## config.mk

```make
export PLATFORM = sky130hd
export DESIGN_NAME = round_robin_task_scheduler
export DESIGN_NICKNAME = d
export VERILOG_FILES = /design/src/sv/rrts_pkg.sv /design/src/sv/rrts_ram.sv /design/src/sv/rrts_seq.sv /design/src/sv/round_robin_task_scheduler.sv
export SDC_FILE = /design/constraint.sdc
export NUM_CORES = 1
export LEC_CHECK = 0
export ABC_CLOCK_PERIOD_IN_PS = 5550
export BUFFER_PORTS_ARGS = -buffer_cell sky130_fd_sc_hd__clkbuf_2
export CAP_MARGIN = 10
export CORE_ASPECT_RATIO = 0.9
export CORE_UTILIZATION = 55
export CTS_CLUSTER_DIAMETER = 150
export DETAILED_ROUTE_END_ITERATION = 12
export MAX_ROUTING_LAYER = met4
export PLACE_DENSITY = 0.76
export SYNTH_ARGS = -nofsm -noshare
export SYNTH_HDL_FRONTEND = slang
export SYNTH_SLANG_ARGS = --single-unit
```

## constraint.sdc

```tcl
create_clock -name clock -period 5.55 [get_ports clock]
set_input_delay 0.8325 -clock clock [delete_from_list [all_inputs] [get_ports clock]]
set_output_delay 0.8325 -clock clock [all_outputs]
set_load 0.03 [all_outputs]
```

## src/sv/rrts_pkg.sv

```systemverilog
// shared types and codes for the round-robin task scheduler
// used by rrts_seq and round_robin_task_scheduler
package rrts_pkg;

   localparam int SLOTS_DEFAULT = 16;

   localparam int FUNC_W = 2;
   localparam int CTX_W = 32;
   localparam int STATUS_W = 3;
   localparam int SLOT_OUT_W = 4;
   localparam int SLOT_ST_W = 2;

   // operations
   localparam logic [FUNC_W-1:0] FUNC_CREATE = 2'd0;
   localparam logic [FUNC_W-1:0] FUNC_YIELD = 2'd1;
   localparam logic [FUNC_W-1:0] FUNC_EXIT = 2'd2;

   // result status codes
   localparam logic [STATUS_W-1:0] RES_SWITCH = 3'd0;
   localparam logic [STATUS_W-1:0] RES_STAY = 3'd1;
   localparam logic [STATUS_W-1:0] RES_IDLE = 3'd2;
   localparam logic [STATUS_W-1:0] RES_CREATED = 3'd3;
   localparam logic [STATUS_W-1:0] RES_FULL = 3'd4;

   // per-slot state
   localparam logic [SLOT_ST_W-1:0] SLOT_TERM = 2'd0;
   localparam logic [SLOT_ST_W-1:0] SLOT_READY = 2'd1;
   localparam logic [SLOT_ST_W-1:0] SLOT_CUR = 2'd2;

   typedef struct packed {
      logic [STATUS_W-1:0] status;
      logic old_valid;
      logic [SLOT_OUT_W-1:0] old_slot;
      logic [SLOT_OUT_W-1:0] new_slot;
      logic [CTX_W-1:0] new_context;
   } result_type;

endpackage

```

## src/sv/rrts_ram.sv

```systemverilog
// simple dual-port synchronous ram, one write and one registered read port
// no dependencies
module rrts_ram #(
   parameter int WIDTH = 2,
   parameter int DEPTH = 16
) (
   input  logic                     clock,
   input  logic                     wr_en,
   input  logic [$clog2(DEPTH)-1:0] wr_addr,
   input  logic [WIDTH-1:0]         wr_data,
   input  logic                     rd_en,
   input  logic [$clog2(DEPTH)-1:0] rd_addr,
   output logic [WIDTH-1:0]         rd_data
);

   logic [WIDTH-1:0] mem [DEPTH];
   logic [WIDTH-1:0] rd_data_ff;

   always_ff @(posedge clock) begin
      if (wr_en) begin
         mem[wr_addr] <= wr_data;
      end
   end

   always_ff @(posedge clock) begin
      if (rd_en) begin
         rd_data_ff <= mem[rd_addr];
      end
   end

   assign rd_data = rd_data_ff;

endmodule

```

## src/sv/rrts_seq.sv

```systemverilog
// sequencer of the task scheduler: operation decode, slot scan, write-back
// depends on rrts_pkg; drives the status and context rams in the top level
module rrts_seq #(
   parameter int SLOTS = rrts_pkg::SLOTS_DEFAULT
) (
   input  logic                          clock,
   input  logic                          reset,
   // operation beat
   input  logic                          op_valid,
   output logic                          op_ready,
   input  logic [rrts_pkg::FUNC_W-1:0]   op_func,
   input  logic [rrts_pkg::CTX_W-1:0]    op_context,
   // status ram
   output logic                          st_wr_en,
   output logic [$clog2(SLOTS)-1:0]      st_wr_addr,
   output logic [rrts_pkg::SLOT_ST_W-1:0] st_wr_data,
   output logic                          st_rd_en,
   output logic [$clog2(SLOTS)-1:0]      st_rd_addr,
   input  logic [rrts_pkg::SLOT_ST_W-1:0] st_rd_data,
   // context ram
   output logic                          ctx_wr_en,
   output logic [$clog2(SLOTS)-1:0]      ctx_wr_addr,
   output logic [rrts_pkg::CTX_W-1:0]    ctx_wr_data,
   output logic                          ctx_rd_en,
   output logic [$clog2(SLOTS)-1:0]      ctx_rd_addr,
   input  logic [rrts_pkg::CTX_W-1:0]    ctx_rd_data,
   // result
   output logic                          res_valid,
   input  logic                          res_take,
   output rrts_pkg::result_type          res
);

   localparam int IW = $clog2(SLOTS);
   localparam int CW = $clog2(SLOTS + 1);

   localparam logic [2:0] S_IDLE = 3'd0;
   localparam logic [2:0] S_SCAN = 3'd1;
   localparam logic [2:0] S_WB = 3'd2;
   localparam logic [2:0] S_WB2 = 3'd3;
   localparam logic [2:0] S_OUT = 3'd4;

   localparam logic [1:0] SEL_ZERO = 2'd0;
   localparam logic [1:0] SEL_WORD = 2'd1;
   localparam logic [1:0] SEL_MEM = 2'd2;

   // control
   logic [2:0]    state_ff, state_in;
   logic [CW-1:0] count_ff, count_in;
   logic          has_cur_ff, has_cur_in;
   logic [IW-1:0] cur_idx_ff, cur_idx_in;
   logic [CW-1:0] remain_ff, remain_in;
   logic          rd_pend_ff, rd_pend_in;
   logic          rd_last_ff, rd_last_in;
   // item payload
   logic          had_ff, had_in;
   logic          exit_ff, exit_in;
   logic [IW-1:0] cur_ff, cur_in;
   logic [rrts_pkg::CTX_W-1:0] cw_ff, cw_in;
   logic [IW-1:0] scan_idx_ff, scan_idx_in;
   logic [IW-1:0] rd_idx_ff, rd_idx_in;
   logic [IW-1:0] next_ff, next_in;
   logic [rrts_pkg::STATUS_W-1:0] res_status_ff, res_status_in;
   logic [IW-1:0] res_new_ff, res_new_in;
   logic [1:0]    sel_ff, sel_in;

   logic [IW-1:0] cur_wrap;
   logic [IW-1:0] scan_wrap;

   // successor in the created range, wrapping at the fill count
   assign cur_wrap = (CW'(cur_idx_ff) == count_ff - CW'(1)) ? '0 : cur_idx_ff + IW'(1);
   assign scan_wrap = (CW'(scan_idx_ff) == count_ff - CW'(1)) ? '0 : scan_idx_ff + IW'(1);

   assign op_ready = (state_ff == S_IDLE);

   always_comb begin
      state_in = state_ff;
      count_in = count_ff;
      has_cur_in = has_cur_ff;
      cur_idx_in = cur_idx_ff;
      remain_in = remain_ff;
      rd_pend_in = rd_pend_ff;
      rd_last_in = rd_last_ff;
      had_in = had_ff;
      exit_in = exit_ff;
      cur_in = cur_ff;
      cw_in = cw_ff;
      scan_idx_in = scan_idx_ff;
      rd_idx_in = rd_idx_ff;
      next_in = next_ff;
      res_status_in = res_status_ff;
      res_new_in = res_new_ff;
      sel_in = sel_ff;
      st_wr_en = 1'b0;
      st_wr_addr = cur_ff;
      st_wr_data = rrts_pkg::SLOT_TERM;
      st_rd_en = 1'b0;
      st_rd_addr = scan_idx_ff;
      ctx_wr_en = 1'b0;
      ctx_wr_addr = IW'(count_ff);
      ctx_wr_data = op_context;
      ctx_rd_en = 1'b0;
      ctx_rd_addr = next_ff;
      res_valid = 1'b0;

      unique case (state_ff)
         S_IDLE: begin
            if (op_valid) begin
               had_in = has_cur_ff;
               exit_in = (op_func == rrts_pkg::FUNC_EXIT) && has_cur_ff;
               cur_in = cur_idx_ff;
               cw_in = op_context;
               if (op_func == rrts_pkg::FUNC_CREATE) begin
                  if (count_ff >= CW'(SLOTS)) begin
                     res_status_in = rrts_pkg::RES_FULL;
                     res_new_in = '0;
                     sel_in = SEL_ZERO;
                  end else begin
                     ctx_wr_en = 1'b1;
                     st_wr_en = 1'b1;
                     st_wr_addr = IW'(count_ff);
                     st_wr_data = rrts_pkg::SLOT_READY;
                     count_in = count_ff + CW'(1);
                     res_status_in = rrts_pkg::RES_CREATED;
                     res_new_in = IW'(count_ff);
                     sel_in = SEL_WORD;
                  end
                  state_in = S_OUT;
               end else if (count_ff == '0) begin
                  res_status_in = rrts_pkg::RES_IDLE;
                  res_new_in = '0;
                  sel_in = SEL_ZERO;
                  state_in = S_OUT;
               end else begin
                  if ((op_func == rrts_pkg::FUNC_EXIT) && has_cur_ff) begin
                     st_wr_en = 1'b1;
                     st_wr_addr = cur_idx_ff;
                     st_wr_data = rrts_pkg::SLOT_TERM;
                  end
                  scan_idx_in = has_cur_ff ? cur_wrap : '0;
                  remain_in = count_ff;
                  rd_pend_in = 1'b0;
                  rd_last_in = 1'b0;
                  state_in = S_SCAN;
               end
            end
         end
         S_SCAN: begin
            rd_pend_in = 1'b0;
            if (rd_pend_ff && (st_rd_data == rrts_pkg::SLOT_READY)) begin
               next_in = rd_idx_ff;
               state_in = S_WB;
            end else if (rd_pend_ff && rd_last_ff) begin
               if (had_ff && !exit_ff) begin
                  ctx_rd_en = 1'b1;
                  ctx_rd_addr = cur_ff;
                  res_status_in = rrts_pkg::RES_STAY;
                  res_new_in = cur_ff;
                  sel_in = SEL_MEM;
               end else begin
                  if (exit_ff) begin
                     has_cur_in = 1'b0;
                  end
                  res_status_in = rrts_pkg::RES_IDLE;
                  res_new_in = '0;
                  sel_in = SEL_ZERO;
               end
               state_in = S_OUT;
            end else if (remain_ff != '0) begin
               st_rd_en = 1'b1;
               rd_pend_in = 1'b1;
               rd_idx_in = scan_idx_ff;
               rd_last_in = (remain_ff == CW'(1));
               scan_idx_in = scan_wrap;
               remain_in = remain_ff - CW'(1);
            end
         end
         S_WB: begin
            st_wr_en = 1'b1;
            st_wr_addr = next_ff;
            st_wr_data = rrts_pkg::SLOT_CUR;
            ctx_rd_en = 1'b1;
            ctx_rd_addr = next_ff;
            has_cur_in = 1'b1;
            cur_idx_in = next_ff;
            res_status_in = rrts_pkg::RES_SWITCH;
            res_new_in = next_ff;
            sel_in = SEL_MEM;
            state_in = (had_ff && !exit_ff) ? S_WB2 : S_OUT;
         end
         S_WB2: begin
            st_wr_en = 1'b1;
            st_wr_addr = cur_ff;
            st_wr_data = rrts_pkg::SLOT_READY;
            state_in = S_OUT;
         end
         S_OUT: begin
            res_valid = 1'b1;
            if (res_take) begin
               state_in = S_IDLE;
            end
         end
         default: begin
            state_in = S_IDLE;
         end
      endcase
   end

   always_comb begin
      res.status = res_status_ff;
      res.old_valid = had_ff;
      res.old_slot = had_ff ? rrts_pkg::SLOT_OUT_W'(cur_ff) : '0;
      res.new_slot = rrts_pkg::SLOT_OUT_W'(res_new_ff);
      case (sel_ff)
         SEL_WORD: res.new_context = cw_ff;
         SEL_MEM:  res.new_context = ctx_rd_data;
         default:  res.new_context = '0;
      endcase
   end

   always_ff @(posedge clock) begin
      if (reset) begin
         state_ff <= S_IDLE;
         count_ff <= '0;
         has_cur_ff <= 1'b0;
         cur_idx_ff <= '0;
         remain_ff <= '0;
         rd_pend_ff <= 1'b0;
         rd_last_ff <= 1'b0;
      end else begin
         state_ff <= state_in;
         count_ff <= count_in;
         has_cur_ff <= has_cur_in;
         cur_idx_ff <= cur_idx_in;
         remain_ff <= remain_in;
         rd_pend_ff <= rd_pend_in;
         rd_last_ff <= rd_last_in;
      end
   end

   always_ff @(posedge clock) begin
      had_ff <= had_in;
      exit_ff <= exit_in;
      cur_ff <= cur_in;
      cw_ff <= cw_in;
      scan_idx_ff <= scan_idx_in;
      rd_idx_ff <= rd_idx_in;
      next_ff <= next_in;
      res_status_ff <= res_status_in;
      res_new_ff <= res_new_in;
      sel_ff <= sel_in;
   end

   // fill count never passes the table size
   a_count_bound: assert property (@(posedge clock) disable iff (reset)
      count_ff <= CW'(SLOTS))
      else $error("created slot count above table size");

   // the current slot always lies in the created range
   a_cur_created: assert property (@(posedge clock) disable iff (reset)
      has_cur_ff |-> (CW'(cur_idx_ff) < count_ff))
      else $error("current slot outside created range");

   // a scan only runs over a non-empty table
   a_scan_nonempty: assert property (@(posedge clock) disable iff (reset)
      (state_ff == S_SCAN) |-> (count_ff != '0))
      else $error("scan with no created slots");

   // status ram is never written while a scan read is in flight
   a_scan_no_write: assert property (@(posedge clock) disable iff (reset)
      (state_ff == S_SCAN) |-> !st_wr_en)
      else $error("status write during scan");

   // a switch always lands on the slot found by the scan
   a_switch_target: assert property (@(posedge clock) disable iff (reset)
      (state_ff == S_WB) |=> (has_cur_ff && (cur_idx_ff == $past(next_ff))))
      else $error("switch did not update the current slot");

endmodule

```

## src/sv/round_robin_task_scheduler.sv

```systemverilog
// Round-robin task scheduler: a table of task slots, each with a state
// (terminated, ready, current) and a 32-bit context word, kept in two small
// synchronous rams. One operation beat goes in (create, yield or exit) and
// exactly one result beat comes out. Create fills the next unused slot, or
// reports a full table. Yield and exit walk the created slots round-robin
// from the one after the current slot (from slot 0 when there is none), one
// status-ram read per cycle. Only one operation is in work at a time; the
// output register lets the next operation be taken while a result beat still
// waits on rsp_tready. The rams need no clearing pass after reset: the
// created-slot count marks which entries hold valid data.
// depends on rrts_pkg, rrts_ram and rrts_seq
module round_robin_task_scheduler #(
   parameter int SLOTS = rrts_pkg::SLOTS_DEFAULT
) (
   input  logic        clock,
   input  logic        reset,
   // operation channel
   input  logic        req_tvalid,
   output logic        req_tready,
   input  logic [31:0] req_tdata,   // [31:0] context_word
   input  logic [7:0]  req_tuser,   // [1:0] func, zeros above
   // result channel
   output logic        rsp_tvalid,
   input  logic        rsp_tready,
   output logic [47:0] rsp_tdata,   // [0] old_valid, [4:1] old_slot,
                                    // [8:5] new_slot, [40:9] new_context
   output logic [7:0]  rsp_tuser    // [2:0] status, zeros above
);

   localparam int IW = $clog2(SLOTS);

   // status ram port
   logic                           st_wr_en;
   logic [IW-1:0]                  st_wr_addr;
   logic [rrts_pkg::SLOT_ST_W-1:0] st_wr_data;
   logic                           st_rd_en;
   logic [IW-1:0]                  st_rd_addr;
   logic [rrts_pkg::SLOT_ST_W-1:0] st_rd_data;
   // context ram port
   logic                           ctx_wr_en;
   logic [IW-1:0]                  ctx_wr_addr;
   logic [rrts_pkg::CTX_W-1:0]     ctx_wr_data;
   logic                           ctx_rd_en;
   logic [IW-1:0]                  ctx_rd_addr;
   logic [rrts_pkg::CTX_W-1:0]     ctx_rd_data;

   logic                 res_valid;
   logic                 res_take;
   rrts_pkg::result_type res;

   // output register
   logic                 out_valid_ff, out_valid_in;
   rrts_pkg::result_type out_ff, out_in;

   // slot state table
   rrts_ram #(
      .WIDTH (rrts_pkg::SLOT_ST_W),
      .DEPTH (SLOTS)
   ) u_status_ram (
      .clock   (clock),
      .wr_en   (st_wr_en),
      .wr_addr (st_wr_addr),
      .wr_data (st_wr_data),
      .rd_en   (st_rd_en),
      .rd_addr (st_rd_addr),
      .rd_data (st_rd_data)
   );

   // context word table
   rrts_ram #(
      .WIDTH (rrts_pkg::CTX_W),
      .DEPTH (SLOTS)
   ) u_context_ram (
      .clock   (clock),
      .wr_en   (ctx_wr_en),
      .wr_addr (ctx_wr_addr),
      .wr_data (ctx_wr_data),
      .rd_en   (ctx_rd_en),
      .rd_addr (ctx_rd_addr),
      .rd_data (ctx_rd_data)
   );

   // operation decode, round-robin scan and state write-back
   rrts_seq #(
      .SLOTS (SLOTS)
   ) u_seq (
      .clock       (clock),
      .reset       (reset),
      .op_valid    (req_tvalid),
      .op_ready    (req_tready),
      .op_func     (req_tuser[1:0]),
      .op_context  (req_tdata),
      .st_wr_en    (st_wr_en),
      .st_wr_addr  (st_wr_addr),
      .st_wr_data  (st_wr_data),
      .st_rd_en    (st_rd_en),
      .st_rd_addr  (st_rd_addr),
      .st_rd_data  (st_rd_data),
      .ctx_wr_en   (ctx_wr_en),
      .ctx_wr_addr (ctx_wr_addr),
      .ctx_wr_data (ctx_wr_data),
      .ctx_rd_en   (ctx_rd_en),
      .ctx_rd_addr (ctx_rd_addr),
      .ctx_rd_data (ctx_rd_data),
      .res_valid   (res_valid),
      .res_take    (res_take),
      .res         (res)
   );

   // the register takes a new result when empty or draining this cycle
   assign res_take = !out_valid_ff || rsp_tready;

   always_comb begin
      out_valid_in = out_valid_ff;
      out_in = out_ff;
      if (res_valid && res_take) begin
         out_valid_in = 1'b1;
         out_in = res;
      end else if (rsp_tready) begin
         out_valid_in = 1'b0;
      end
   end

   always_ff @(posedge clock) begin
      if (reset) begin
         out_valid_ff <= 1'b0;
      end else begin
         out_valid_ff <= out_valid_in;
      end
   end

   always_ff @(posedge clock) begin
      out_ff <= out_in;
   end

   // result beat packing
   assign rsp_tvalid = out_valid_ff;
   assign rsp_tdata = {7'd0, out_ff.new_context, out_ff.new_slot,
                       out_ff.old_slot, out_ff.old_valid};
   assign rsp_tuser = {5'd0, out_ff.status};

endmodule
```

==> results.toml <==
[status]
status = "complete, no violations"

[routing]
initialDrtViolationCount = 1567
drtPass1Iterations = 5
ant_nets = 0
routedWlPerCell_um = 27.23
drt-vias-per-instance = 6.635
vias = 16907
drc = 0
wl_mm = 69.38

[yosys]
yosys_warnings = 0
syn_inst = 1711
synth-seq-cells = 702
seq_area_frac_synth = 0.6841
synth-edff-count = 681
ys_async_sr_fraction = 0
synth_area_mm2 = 0.03051
synthFlopType = "edfxtp_1"
ys_types = 76
syn_avg_cell_area_um2 = 17.83

[floorplanning]
boundaryPins = 102
core_mm2 = 0.05452
die_area_mm2 = 0.05642
die_h_um = 225.4
initial_utilization = 0.5595
fp.dieW_um = 250.3
num_rows = 81

[flow_run]
maxCapViolCount = 0

[placed_design]
gp_congestion = 0.9151
hpwl_mm = 39.78
io_buffers = 83

[power]
comb_power_share = 0.057
intPower_mw = 8.693
power_mw = 11.07
vdd_drop_max_uv = 197.0
p_switching_mw = 2.378
pwr_density_cell_mw_per_mm2 = 326.7
power.leakage_nw = 11.02
clkPwrFrac = 0.406
swShare = 0.2148
power_frac_seq = 0.537

[grt]
grt_max_degree = 101
grt_pass1_vias = 17214
track_usage = 0.2603
grt-ovfl-total = 0
antenna_found_initial = 1
grt_pass1_wl_mm = 105.6

[timing]
fin_worst_skew_ns = 0.02491
finalHoldViolations = 0
fmax_mhz = 264.6
timing.hold.ws_ns = 0.4169
fin_crit_ns = 3.779
tns_ns = 0
rsz0062_at_grt = "false"
setup_viol = 0
max_slew_margin = 0.1700
finalCritPeriodShare = 0.6808
tightest_slew_ns = 1.242
drv_slew = 0

[final_layout]
layout_common_cells = "edfxtp_1 (681), mux4_2 (175), mux2i_1 (152)"
nNetsFinal = 1845
layout-area-overhead-vs-synth_pct = 11.07
fillers = 3805
multiInputGateArea_mm2 = 0.009139
seq_area_mm2 = 0.02087
drive_gt1_frac = 0.2510
final_common_cell = "edfxtp_1"

[critical_path]
worstPathCellList = "or3b_1, o31ai_2, and2_4, mux2i_1, o221ai_1"
arrival_ns = 4.09
worst_setup_path_end_kind = "flip-flop"
cpPeakStageDelay_ns = 0.98
ff2ff_path_depth = 5
slowest_stage = "and2_4"
crit_required_ns = 5.86
worst-path-max-fanout = 59
cp-start-kind = "flip-flop"
crit_type = "flip-flop to flip-flop"

[min_path]
hold_path.class = "flip-flop to flip-flop"
hold_depth = 0

[clock_network]
clock_latency_ns = 0.61
clkTransAtPathRegs_ns = 0.06
cts_tree = "yes"
clock_path_buffers = 3
cts_sinks = 702
h-tree-depth = 3
cts-root-buf = "clkbuf_16"
numCtsBuffers = 70
postCtsSetupBuffers = 0
cts_resized = 0
cts_hold_buf = 0
==> kinds of logic (layout without fill, tap and decap cells) <==
family	after synthesis	count (layout)	share of synthesized area
simple gates	240	240	0.04019
fa+ha+maj	11	11	0.004511
flops	702	702	0.6841
buf+inv	145	264	0.02243
compound gates	266	266	0.06386
other cells	1	14	0.0001229
xor+xnor	16	16	0.004593
mux	330	330	0.1802
==> worst max-delay path: cells and delay by family, from the launching register on <==
family,cells,cell delay (ns)
mux,1,0.31
compound gates,2,0.86
flops,1,0.46
simple gates,2,1.74
==> stage by stage <==
step	cells	setup slack [ns]	instance area, um^2	utilization
final	2548	1.771	33880	0.6214
after floorplan	1722	1.113	30550	-
after detailed placement	2423	1.785	31730	0.5819
after global placement	2423	1.873	31730	0.5819
after CTS	2546	1.852	33880	0.6213
after global routing	2547	1.600	33880	0.6214
==> Yosys cell counts, types with 8 or more instances <==
| cell | number | area [um^2] |
|---|---|---|
| clkbuf_1 | 64 | 240.2 |
| o221ai_1 | 27 | 236.5 |
| inv_1 | 11 | 41.29 |
| ha_1 | 11 | 137.6 |
| nor2b_1 | 9 | 56.30 |
| buf_4 | 20 | 150.1 |
| a31oi_1 | 28 | 175.2 |
| a21oi_1 | 21 | 105.1 |
| nor2_1 | 71 | 266.5 |
| buf_1 | 15 | 56.30 |
| and3_1 | 8 | 50.05 |
| edfxtp_1 | 681 | 20450 |
| or2_2 | 28 | 175.2 |
| nand2_1 | 39 | 146.4 |
| mux2i_1 | 152 | 1521 |
| mux4_2 | 175 | 3941 |
| nand3_1 | 11 | 55.05 |
| and2_1 | 8 | 50.05 |
| o21ai_0 | 19 | 95.09 |
| o211ai_1 | 28 | 210.2 |
| xnor2_1 | 11 | 96.34 |
| o22ai_1 | 34 | 212.7 |
| a22oi_1 | 59 | 442.9 |
| nor3_1 | 34 | 170.2 |
| buf_2 | 30 | 150.1 |
| dfxtp_1 | 21 | 420.4 |
==> state kept, by name, summed over array words and instances (netlist names), 2 cells and up <==
name                   flops
u_status_ram.rd_data       2
u_seq.next_ff              4
u_seq.res_status_ff        3
u_context_ram.rd_data     32
u_context_ram.mem        512
u_seq.cw_ff               32
u_seq.res_new_ff           4
u_seq.cur_ff               4
u_status_ram.mem          32
rsp_tuser                  3
u_seq.count_ff             5
u_seq.st_rd_addr           4
u_seq.rd_idx_ff            4
rsp_tdata                 41
u_seq.sel_ff               2
u_seq.remain_ff            5
u_seq.cur_idx_ff           4
u_seq.state_ff             3
==> routing by layer <==
metal  track usage  part of all wire
met3       0.05301             0.092
met5             -                 0
met4       0.06828             0.022
met1        0.3468              0.40
met2        0.4132              0.49
==> power groups by stage <==
| stage | sequential, mW | combinational (mW) | clock (mW) |
|---|---|---|---|
| finish | 5.94 | 0.636 | 4.49 |
| global route | 5.95 | 0.680 | 4.75 |
| CTS | 5.94 | 0.638 | 4.55 |
| detailed placement | 6.06 | 0.637 | 0 |
| global placement | 6.05 | 0.620 | 0 |
| floorplan | 6.11 | 0.350 | 0 |
==> final timing paths <==
path	from	end	slack [ns]
setup / recovery	u_seq.state_ff[0]$_SDFFE_PP0P_	u_context_ram.rd_data[24]$_DFFE_PP_	1.77
hold / removal	u_seq.rd_idx_ff[1]$_DFFE_PP_	u_seq.next_ff[1]$_DFFE_PP_	0.42
setup reg to reg	u_seq.state_ff[0]$_SDFFE_PP0P_	u_context_ram.rd_data[24]$_DFFE_PP_	1.77
hold reg to reg	u_seq.rd_idx_ff[1]$_DFFE_PP_	u_seq.next_ff[1]$_DFFE_PP_	0.42
==> final cells by class <==
class                   instances  share of cell area
clock buffers                  98             0.05727
multi-input cells             875              0.2697
well taps                     705             0.02603
clock inverters                25            0.006204
diodes                          2           0.0001477
repair buffers                127             0.02312
inverters                      14            0.001551
flip-flops and latches        702              0.6160
Note: power is estimated with default switching activity, not from simulation.
